<file path="src/sv/cpma_pkg.sv">
// Shared types and constants for the channel power meter averager.
package cpma_pkg;
  localparam int ChannelsDefault = 8;
  localparam logic [7:0] WindowReset = 8'd25;

  typedef struct packed {
    logic load;      // latch sample, read channel state
    logic div_start; // start serial dividers
    logic write;     // write back channel state, load output
  } cpma_cmd_t;

  typedef struct packed {
    logic div_done;
    logic ch_valid;
  } cpma_sts_t;
endpackage

</file>
<file path="src/sv/cpma_ctrl.sv">
// Sequencer for one sample: read, multiply, divide, write back, present.
module cpma_ctrl (
  input  logic                clk,
  input  logic                rst_n,
  input  logic                in_tvalid,
  output logic                in_tready,
  output logic                out_tvalid,
  input  logic                out_tready,
  output cpma_pkg::cpma_cmd_t cmd,
  input  cpma_pkg::cpma_sts_t sts
);
  import cpma_pkg::*;
  localparam logic [2:0] S_IDLE = 3'd0, S_MUL = 3'd1, S_START = 3'd2,
                         S_DIV = 3'd3, S_WR = 3'd4;
  logic [2:0] state_r, state_nxt;
  logic ov_r, ov_nxt;
  logic acc;

  // take a new word only while idle; write back once the output slot frees
  assign in_tready = (state_r == S_IDLE);
  assign acc = in_tvalid && in_tready && sts.ch_valid;
  assign out_tvalid = ov_r;

  always_comb begin
    state_nxt = state_r;
    ov_nxt = ov_r;
    cmd = '0;
    if (ov_r && out_tready) ov_nxt = 1'b0;
    case (state_r)
      S_IDLE:  if (acc) begin cmd.load = 1'b1; state_nxt = S_MUL; end
      S_MUL:   state_nxt = S_START;
      S_START: begin cmd.div_start = 1'b1; state_nxt = S_DIV; end
      S_DIV:   if (sts.div_done) state_nxt = S_WR;
      S_WR:    if (!ov_nxt) begin
        cmd.write = 1'b1; ov_nxt = 1'b1; state_nxt = S_IDLE;
      end
      default: state_nxt = S_IDLE;
    endcase
  end

  always_ff @(posedge clk) begin
    if (!rst_n) begin
      state_r <= S_IDLE;
      ov_r <= 1'b0;
    end else begin
      state_r <= state_nxt;
      ov_r <= ov_nxt;
    end
  end

  assert property (@(posedge clk) disable iff (!rst_n)
    cmd.write |=> out_tvalid) else $error("result lost");
  assert property (@(posedge clk) disable iff (!rst_n)
    (out_tvalid && !out_tready) |=> out_tvalid) else $error("result dropped");
  assert property (@(posedge clk) disable iff (!rst_n)
    cmd.load |=> !in_tready) else $error("second word taken while busy");
endmodule

</file>
<file path="config.mk">
export PLATFORM = sky130hd
export DESIGN_NAME = cpma_ctrl
export DESIGN_NICKNAME = d
export VERILOG_FILES = /design/src/sv/cpma_pkg.sv /design/src/sv/cpma_ctrl.sv
export SDC_FILE = /design/constraint.sdc
export NUM_CORES = 1
export LEC_CHECK = 0
export BUFFER_PORTS_ARGS = -buffer_cell sky130_fd_sc_hd__buf_2
export CAP_MARGIN = 20
export CELL_PAD_IN_SITES_DETAIL_PLACEMENT = 2
export CELL_PAD_IN_SITES_GLOBAL_PLACEMENT = 2
export CORE_AREA = 2 2 39 41
export CTS_CLUSTER_SIZE = 8
export DETAILED_ROUTE_END_ITERATION = 10
export DIE_AREA = 0 0 41 43
export PLACE_DENSITY = 0.6
export SETUP_SLACK_MARGIN = 0.2
export SYNTH_ARGS = -nofsm -noshare
export SYNTH_HDL_FRONTEND = slang
export SYNTH_SLANG_ARGS = --single-unit
export TNS_END_PERCENT = 1
</file>
<file path="constraint.sdc">
create_clock -name clk -period 2.3 [get_ports clk]
set_input_delay 0 -clock clk [delete_from_list [all_inputs] [get_ports clk]]
set_output_delay 0 -clock clk [all_outputs]
set_load 0.1 [all_outputs]
</file>
; Word-level counts from Yosys, hierarchy flattened
; Cells that the tools add are included.
; W data, S select, Z words.
[op_classes]
n_mux = 11
n_reduce_logical = 5
n_eq_ne = 7
[op_table]
columns = operator, n
row1 = $pmux W3 S5, 1
row2 = $mux W3, 3
row3 = $mux W1, 7
row4 = $eq A3 B2 Y1 const B, 2
row5 = $ne A2 B2 Y1 const B, 2
row6 = $eq A3 B1 Y1 const B, 1
row7 = $eq A3 B3 Y1 const B, 1
row8 = $logic_and A1 B1 Y1, 3
row9 = $logic_not A3 Y1, 1
row10 = $reduce_and A3 Y1, 1
row11 = $ne A2 B1 Y1 const B, 1
[word_totals]
out_inout_bits = 5
regBits = 4

; Longest topological paths before layout
; Gate-level depths: netlist (run 1).
[logic_depth]
word_depth = 5
mapped_depth = 2
depth_no_buf = 2

; Worst setup path after synthesis (run 1)
; No wires, ideal clock.
[synth_timing]
path_kind = register to output
startpoint = reg state_r[0]
endpoint = out cmd[2] (netlist bit)
path_buffers = 0
setup_slack_ns = -1.178
t_arrival_ns = 3.478
stages_incl_launch_ff = 3
path_cell_list = dfxtp_1 > nor3_1 > and3_1
[synth_lines]
columns = item, line
row1 = "start, declared", cpma_ctrl.sv:15  ; logic [2:0] state_r, state_nxt;
row2 = "start signal, assigned", cpma_ctrl.sv:46  ; state_r <= state_nxt;
row3 = "end, declared", cpma_ctrl.sv:9  ; output cpma_pkg::cpma_cmd_t cmd,

==> metrics.md, run 1 <==
| Metric | Value |
|---|---|
| Number of antenna diodes | `0` |
| Initial antenna violation count | `0` |
| Cell count after synthesis | `22` |
| Horiz. Die Dim | `41 um` |
| Chip Height | `43 um` |
| GR Overflow Total | `0` |
| Number of buffers inserted during clock tree synthesis | `3` |
| Buffer and inverter count on the worst path | `1` |
| Summed negative setup slack over all endpoints | `0 ps` |
| Worst EP arrival | `1610 ps` |
| Most congested layer reported by global routing | `met2` |
| Post-DP HPWL | `495 um` |
| Average wire per cell in the routed design | `11.2 um` |
| Least-Margin Pin Slew | `487 ps` |
| Power per unit of standard cell area | `755 nW/um^2` |
| Drt pass-1 iters | `2` |
| Critical path launch point type | `register` |
| Insertion delay of the later-clocked pin in the worst-skew pair | `230 ps` |
| Pins Over Slew Limit | `0` |
| Initial core utilization | `0.146` |
| Clock Path Buffers | `2` |
| M3 GR Usage | `0.0366` |
| Warning count from the yosys run | `0` |
| Global-route usage over all layers | `0.0885` |
| Met1 track utilization from global routing | `0.0712` |
| Total power consumption of the routed design | `0.000229 W` |
| Count of different cell masters after synthesis | `15` |
| Max Cap Violations | `0` |
| Cell family contributing the most delay on the critical path | `simple AND/OR/NAND/NOR gates` |
| Hold slack | `48.5 ps` |
| Average cell area after synthesis | `9.16 sq um` |
| Status | `finished clean` |
| Cell Area, Synth | `201 sq um` |
| Worst IR Drop VDD | `0.000167 V` |
| Achievable frequency | `622 MHz` |
| Final routed wirelength across all metal layers | `571 um` |
| Crit path capture type | `primary output` |
| Maximum number of pins on one net before global-route repair | `9` |
| Count of buffers inserted at the top-level ports | `10` |
| Setup repair after global routing missed its margin | `no` |
| Reg clk slew, reported paths | `40 ps` |
| Final Critical Period | `1610 ps` |
| Largest stage delay on the critical path | `430 ps` |
| Commonest cells after routing, fill and taps aside | `sky130_fd_sc_hd__buf_2 (10), sky130_fd_sc_hd__dfxtp_1 (4), sky130_fd_sc_hd__clkbuf_4 (3)` |
| Final net count | `43` |
| Most common cell after layout, fill and taps aside | `sky130_fd_sc_hd__buf_2` |
| Core region area | `1380 sq um` |
| DRC violation total after the first TritonRoute iteration | `1` |
| Total number of vias | `223` |
| Number of gates resized after cts | `0` |
| Final hold violation count | `0` |
| Clock tree from TritonCTS | `done` |
| P_leak | `0.140 nW` |
| Root cell of the clock tree | `sky130_fd_sc_hd__clkbuf_4` |
| Cell row count | `14` |
| Met2 Usage GRT | `0.138` |
| Antenna viol nets, final | `0` |
| Max-slew headroom | `0.677` |
| Synth-to-layout area growth | `50.9%` |
| Share of post-route cells with drive strength above 1 | `0.514` |
| Min-delay worst type | `primary input to register` |
| Total die area | `1760 sq um` |
| Wire length of the first global-routing pass | `945 um` |
| Max stage delay cell, worst path | `sky130_fd_sc_hd__or3b_4` |
| Synth Register Bits | `4` |
| Fraction of the yosys area taken by sequential cells | `0.398` |
| Fin crit share | `0.699` |
| Sinks on the clock net | `4` |
| Number of remaining DRC errors | `0` |
| Core occupancy in the finished layout | `0.220` |
| Cells along the critical path | `or3b_4 -> nor2b_1 -> buf_2` |
| Ports placed on the boundary | `11` |
| Hold Buf Count CTS | `0` |
| Pre-CTS worst setup slack | `925 ps` |
| Type of the worst setup path | `register to primary output` |
| Clock skew | `2.56 ps` |
| Routability Congestion | `0.541` |
| Setup violation total in the final timing report | `0` |
| Detail-routed via count per cell | `4.37` |
| Number of nets produced by synthesis | `28` |
| Max Fanout on Critical Path | `5` |
| Final setup slack of the worst path | `693 ps` |
| H-tree lvl count | `1` |
| Post-CTS Setup Bufs | `0` |
| Worst endpoint required time | `2300 ps` |
| Via count of the first global-routing pass | `236` |
==> routing by layer <==
metal | part of all wire | routed length [um] | vias up
met3 | 0.12 | 66 | 2
met2 | 0.51 | 293 | 11
met5 | 0 | 0 | -
li1 | - | - | 106
met1 | 0.35 | 200 | 104
met4 | 0.018 | 10 | 0
==> final timing paths <==
path | depth (start not counted) | end | start | slack (ps)
worst min register to register | 2 | out_tvalid | out_tvalid | 520
worst max-delay path | 3 | cmd[0] | state_r[2] | 690
worst max register to register | 2 | out_tvalid | state_r[2] | 1260
worst min-delay path | 3 | out_tvalid | rst_n | 50
==> worst register-to-register path: stages (launching register included) <==
cell,delay [ps]
sky130_fd_sc_hd__dfxtp_1,400
sky130_fd_sc_hd__or3b_4,430
sky130_fd_sc_hd__a21oi_2,140
==> stage by stage <==
| step | instance area, sq um | std cells |
|---|---|---|
| final | 304 | 51 |
| after global placement | 282 | 48 |
| after CTS | 304 | 51 |
| after floorplan | 211 | 22 |
| after detailed placement | 282 | 48 |
| after global routing | 304 | 51 |
==> cell type report <==
type	count	area [sq um]
repair buffers	10	50.0
inverters	1	3.75
fillers	172	1080
flip-flops and latches	4	80.1
well taps	16	20.0
clock buffers	3	22.5
multi-input cells	17	128
==> cells in the mapped netlist <==
library cell | number | area share
sky130_fd_sc_hd__nand3b_1 | 2 | 0.075
sky130_fd_sc_hd__nor3_1 | 2 | 0.050
sky130_fd_sc_hd__a21oi_2 | 1 | 0.043
sky130_fd_sc_hd__and3_1 | 2 | 0.062
sky130_fd_sc_hd__a21bo_2 | 1 | 0.050
sky130_fd_sc_hd__o22ai_1 | 1 | 0.031
sky130_fd_sc_hd__nor3b_1 | 1 | 0.037
sky130_fd_sc_hd__a21oi_1 | 1 | 0.025
sky130_fd_sc_hd__nand4b_1 | 1 | 0.043
sky130_fd_sc_hd__nor2b_1 | 1 | 0.031
sky130_fd_sc_hd__or3b_4 | 1 | 0.056
sky130_fd_sc_hd__inv_1 | 1 | 0.019
sky130_fd_sc_hd__nor2_1 | 1 | 0.019
sky130_fd_sc_hd__nand2b_1 | 2 | 0.062
sky130_fd_sc_hd__dfxtp_1 | 4 | 0.40
==> registers in the layout (all words and copies together), names as in the netlist <==
signal and count:
state_r 3, out_tvalid 1
==> power breakdown <==
part           internal, W  switching [W]  total [W]
sequential       0.0000729     0.00000560  0.0000785
clock            0.0000583      0.0000283  0.0000867
combinational    0.0000148      0.0000494  0.0000643
total             0.000146      0.0000834   0.000229
==> cell families (layout without fill, tap and decap cells) <==
group	Yosys count	in the layout	share of synthesized area
flops	4	4	0.398
buf+inv	1	14	0.0186
compound gates	4	4	0.149
simple gates	13	13	0.435
(Power assumes the default switching activity.)
==> run 2, diff against run 1 <==
--- a/config.mk
+++ b/config.mk
@@ -13,7 +13,7 @@
 export CTS_CLUSTER_SIZE = 8
 export DETAILED_ROUTE_END_ITERATION = 10
 export DIE_AREA = 0 0 41 43
-export PLACE_DENSITY = 0.6
+export PLACE_DENSITY = 0.62
 export SETUP_SLACK_MARGIN = 0.2
 export SYNTH_ARGS = -nofsm -noshare
 export SYNTH_HDL_FRONTEND = slang
==> constraint.sdc (replaced) <==
create_clock -name clk -period 1.4 [get_ports clk]
set_input_delay 0 -clock clk [delete_from_list [all_inputs] [get_ports clk]]
set_output_delay 0 -clock clk [all_outputs]
set_load 0.1 [all_outputs]
==> run 2 against run 1 <==
  * Die area unchanged
  * Clock-buffer cell count unchanged
  * Critical endpoint unchanged
  * Critical path type unchanged
  * Via count up 3.1%
==> metrics.md, run 2 (synthesis gave the netlist of run 1 again) <==
| Metric | Value |
|---|---|
| Most flop-heavy register | `state_r` |
| Total die area | `1760 sq um` |
| Max stage delay cell, worst path | `sky130_fd_sc_hd__or3b_4` |
| Ports placed on the boundary | `11` |
| Least-Margin Pin Slew | `488 ps` |
| Drt pass-1 iters | `2` |
| Number of remaining DRC errors | `0` |
| Number of antenna diodes | `0` |
| Clock skew | `1.19 ps` |
| Count of buffers inserted at the top-level ports | `10` |
| Cells along the critical path | `or3b_4 -> nor2b_4 -> buf_12` |
| Power per unit of standard cell area | `1040 nW/um^2` |
| Final net count | `45` |
| Global-route usage over all layers | `0.0983` |
| Commonest cells after routing, fill and taps aside | `sky130_fd_sc_hd__buf_2 (7), sky130_fd_sc_hd__clkbuf_4 (3), sky130_fd_sc_hd__buf_4 (3)` |
| Setup violation total in the final timing report | `0` |
| Core region area | `1380 sq um` |
| Max-slew headroom | `0.677` |
| Routability Congestion | `0.565` |
| Insertion delay of the later-clocked pin in the worst-skew pair | `230 ps` |
| Final Critical Period | `1320 ps` |
| Root cell of the clock tree | `sky130_fd_sc_hd__clkbuf_4` |
| Core occupancy in the finished layout | `0.274` |
| Number of filler cells placed in the layout | `169` |
| Achievable frequency | `756 MHz` |
| Fin crit share | `0.945` |
| Critical path launch point type | `register` |
| Reg clk slew, reported paths | `40 ps` |
| Horiz. Die Dim | `41 um` |
| P_leak | `0.168 nW` |
| Final setup slack of the worst path | `76.5 ps` |
| Pre-CTS worst setup slack | `210 ps` |
| Type of the worst setup path | `register to primary output` |
| Total area of multi-input combinational cells | `146 sq um` |
| Worst endpoint required time | `1400 ps` |
| Antenna viol nets, final | `0` |
| H-tree lvl count | `1` |
| Detail-routed via count per cell | `4.34` |
| Clock Path Buffers | `2` |
| Initial core utilization | `0.146` |
| Average wire per cell in the routed design | `12.8 um` |
| DRC violation total after the first TritonRoute iteration | `3` |
| Maximum number of pins on one net before global-route repair | `9` |
| Min-delay worst type | `primary input to register` |
| Initial antenna violation count | `0` |
| Chip Height | `43 um` |
| Crit path capture type | `primary output` |
| Hold Buf Count CTS | `0` |
| Worst EP arrival | `1320 ps` |
| Summed negative setup slack over all endpoints | `0 ps` |
| Max Fanout on Critical Path | `7` |
| Final hold violation count | `0` |
| Largest stage delay on the critical path | `430 ps` |
| Final routed wirelength across all metal layers | `678 um` |
| Max Cap Violations | `0` |
| Sinks on the clock net | `4` |
| Number of buffers inserted during clock tree synthesis | `3` |
| Total power consumption of the routed design | `0.000393 W` |
| Share of post-route cells with drive strength above 1 | `0.676` |
| Wire length of the first global-routing pass | `1.07 mm` |
| Synth-to-layout area growth | `88.2%` |
| Via count of the first global-routing pass | `284` |
| Flip-flop count of the largest register after layout | `3` |
| Post-DP HPWL | `569 um` |
| Setup repair after global routing missed its margin | `yes` |
| GR Overflow Total | `0` |
| Sequential cell area | `88.8 sq um` |
| Pins Over Slew Limit | `0` |
| Clock tree from TritonCTS | `done` |
| Cell row count | `14` |
| Most common cell after layout, fill and taps aside | `sky130_fd_sc_hd__buf_2` |
| Worst IR Drop VDD | `0.000337 V` |
| Status | `finished clean` |
| Total number of vias | `230` |
## run 2: changes by cell type in the layout (fill, tap and decap cells not counted), sizes merged
cell	previous run	this run
buf	10	12
## run 2: per-layer routing
| layer | track usage | vias to the layer above | share of wire |
|---|---|---|---|
| li1 | - | 112 | - |
| met1 | 0.0737 | 107 | 0.35 |
| met2 | 0.169 | 11 | 0.57 |
| met3 | 0.0471 | 0 | 0.075 |
| met4 | 0.0800 | 0 | 0 |
| met5 | 0 | - | 0 |
## run 2: repair_timing
item,CTS,global route
buffers inserted,1,1
gates resized for setup,6,0
cloned,0,0
pin swaps,1,0
endpoints found under the setup margin,4,3
## run 2: final timing paths
check	from	endpoint	slack, ps	cells past startpoint
max reg2reg	state_r[1]	out_tvalid	300	3
min reg2reg	out_tvalid	out_tvalid	530	2
min	rst_n	out_tvalid	50	3
max	state_r[1]	cmd[0]	80	3
## run 2: area by class of cell
cell class / count / area share
clock buffers: 3 / 0.0594
multi-input cells: 17 / 0.386
repair buffers: 12 / 0.257
flip-flops and latches: 4 / 0.234
inverters: 1 / 0.00990
well taps: 16 / 0.0528
## run 2: power by group
| group | total, W | switching (W) | internal (W) |
|---|---|---|---|
| clock network | 0.000141 | 0.0000455 | 0.0000958 |
| logic | 0.000122 | 0.0000854 | 0.0000370 |
| registers | 0.000129 | 0.0000109 | 0.000119 |
## run 2: metrics by stage
stage,hold WS (ps),std cells,cell area (sq um)
after global routing,65.6,53,379
after detailed placement,289,48,330
after floorplan,140,22,230
after global placement,278,48,330
final,54.1,53,379
after CTS,41.2,52,372
## run 2: critical path: cells and delay by family, from the launching register on
family,cells,cell delay [ps]
buffers and inverters,1,180
DFF,1,350
and+or+nand+nor,2,570
==> run 3, diff against run 2 <==
--- a/config.mk
+++ b/config.mk
@@ -14,7 +14,7 @@
 export DETAILED_ROUTE_END_ITERATION = 10
 export DIE_AREA = 0 0 41 43
 export PLACE_DENSITY = 0.62
-export SETUP_SLACK_MARGIN = 0.2
+export SETUP_SLACK_MARGIN = 0.5
 export SYNTH_ARGS = -nofsm -noshare
 export SYNTH_HDL_FRONTEND = slang
 export SYNTH_SLANG_ARGS = --single-unit
==> constraint.sdc (replaced) <==
create_clock -name clk -period 1.4 [get_ports clk]
set_input_delay 0 -clock clk [delete_from_list [all_inputs] [get_ports clk]]
set_output_delay 0 -clock clk [all_outputs]
set_load 0.02 [all_outputs]
==> run 3 against run 2 <==
  * Maximum frequency is 8.5% higher
  * Via count rose by 0.43%
  * Clock-buffer cell count unchanged
  * Highest routed layer unchanged
  * Sequential power fell by 4%
  * Core utilization decreased by 0.36 points
  * Register-to-register slack is essentially flat
  * First-iteration DRC count fell by 67%
  * Clock skew increased by 1.4 ps
  * Sequential share of layout area grew 0.98 points
==> metrics.md, run 3 (synthesis gave the netlist of run 1 again) <==
| Metric | Value |
|---|---|
| Final net count | `47` |
| Insertion delay of the later-clocked pin in the worst-skew pair | `230 ps` |
| Max Cap Violations | `0` |
| Most flop-heavy register | `state_r` |
| Initial core utilization | `0.146` |
| Post-detailed-placement cell area | `293 sq um` |
| Pins Over Slew Limit | `0` |
| Core occupancy in the finished layout | `0.270` |
| Antenna viol nets, final | `0` |
| Number of antenna diodes | `0` |
| Buffer and inverter count on the worst path | `1` |
| Worst IR Drop VDD | `0.000218 V` |
| Routability Congestion | `0.575` |
| Number of buffers inserted during clock tree synthesis | `3` |
| Wire length of the first global-routing pass | `979 um` |
| Chip Height | `43 um` |
| Setup violation total in the final timing report | `0` |
| Critical path launch point type | `register` |
| Cells along the critical path | `or3b_4 -> nor2b_4 -> buf_6` |
| Flip-flop count of the largest register after layout | `3` |
| Number of remaining DRC errors | `0` |
| Final routed wirelength across all metal layers | `639 um` |
| Type of the worst setup path | `register to primary output` |
| Most common cell after layout, fill and taps aside | `sky130_fd_sc_hd__buf_2` |
| Root cell of the clock tree | `sky130_fd_sc_hd__clkbuf_4` |
| Final Critical Period | `1220 ps` |
| Core region area | `1380 sq um` |
| Status | `finished clean` |
| Reg clk slew, reported paths | `40 ps` |
| Maximum number of pins on one net before global-route repair | `8` |
| GR Overflow Total | `0` |
| DRC violation total after the first TritonRoute iteration | `1` |
| Final hold violation count | `0` |
| Initial antenna violation count | `0` |
| Global-route usage over all layers | `0.0873` |
| Via count of the first global-routing pass | `248` |
| Horiz. Die Dim | `41 um` |
| Clock Path Buffers | `2` |
| Synth-to-layout area growth | `85.7%` |
| Fin crit share | `0.872` |
| Post-Layout Inst Area | `374 sq um` |
| Cell family contributing the most delay on the critical path | `simple AND/OR/NAND/NOR gates` |
| Cell row count | `14` |
| Commonest cells after routing, fill and taps aside | `sky130_fd_sc_hd__buf_2 (9), sky130_fd_sc_hd__clkbuf_4 (3), sky130_fd_sc_hd__buf_4 (3), sky130_fd_sc_hd__dfxtp_4 (3)` |
| Total die area | `1760 sq um` |
| Sinks on the clock net | `4` |
| Worst endpoint required time | `1400 ps` |
| Share of post-route cells with drive strength above 1 | `0.667` |
| Least-Margin Pin Slew | `147 ps` |
| Max stage delay cell, worst path | `sky130_fd_sc_hd__or3b_4` |
| Power per unit of standard cell area | `895 nW/um^2` |
| Summed negative setup slack over all endpoints | `0 ps` |
| Max Fanout on Critical Path | `7` |
| Average wire per cell in the routed design | `11.6 um` |
| Detail-routed via count per cell | `4.20` |
| P_leak | `0.173 nW` |
| Placed cell count | `48` |
| Drt pass-1 iters | `2` |
| Max-slew headroom | `0.902` |
| H-tree lvl count | `1` |
| Clock skew | `2.63 ps` |
| Min-delay worst type | `primary input to register` |
| Worst EP arrival | `1220 ps` |
| Ports placed on the boundary | `11` |
| Number of non-filler instances in the completed layout | `55` |
| Crit path capture type | `primary output` |
| Total number of vias | `231` |
| Clock tree from TritonCTS | `done` |
| Setup repair after global routing missed its margin | `yes` |
| Count of buffers inserted at the top-level ports | `10` |
| Largest stage delay on the critical path | `390 ps` |
| Achievable frequency | `820 MHz` |
-- run 3: area by class of cell --
cell class	instances	area [sq um]
Timing Repair Buffer	14	98.8
Fill cell	164	1010
Tap cell	16	20.0
Clock buffer	3	22.5
Inverter	1	3.75
Multi-Input combinational cell	17	138
Sequential cell	4	91.3
-- run 3: final timing paths --
kind | startpoint | endpoint | slack [ps] | cells after the start
worst max-delay path | state_r[0] | cmd[0] | 180 | 3
worst min-delay path | in_tvalid | state_r[0] | 40 | 3
worst max register to register | state_r[0] | out_tvalid | 310 | 3
worst min register to register | out_tvalid | state_r[2] | 500 | 2
-- run 3: timing repair --
item | CTS | global route
setup endpoints to repair | 7 | 6
hold buffers | 0 | 0
buffers inserted | 2 | 2
pin swaps | 1 | 1
gates resized for setup | 7 | 0
-- run 3: per-stage QoR --
| stage | hold slack [ps] | setup slack (ps) | power [W] |
|---|---|---|---|
| after detailed placement | 293 | 321 | 0.000186 |
| after CTS | 36.9 | 147 | 0.000340 |
| after global routing | 63.9 | 146 | 0.000355 |
| after global placement | 275 | 330 | 0.000185 |
| final | 44.0 | 180 | 0.000335 |
| after floorplan | 140 | 427 | 0.000164 |
-- run 3: per-layer routing --
layer / wire length [um] / global-route usage / part of all wire / vias up
li1: - / - / - / 115
met3: 50 / 0.0366 / 0.078 / 0
met5: 0 / 0 / 0 / -
met1: 255 / 0.0932 / 0.40 / 105
met4: 0 / 0.0800 / 0 / 0
met2: 333 / 0.122 / 0.52 / 11
-- run 3: worst min-delay path, delay by kind of cell --
kind                   cells  cell delay (ps)
AND/OR/NAND/NOR            1               70
buffers and inverters      1              100
AO/OA/AOI/OAI              1               60
-- run 3: power breakdown --
part	internal, W	switching [W]	leakage, nW	total [W]
sequential	0.000118	0.00000635	0.0347	0.000124
combinational	0.0000332	0.0000327	0.125	0.0000659
clock	0.0000960	0.0000489	0.0138	0.000145
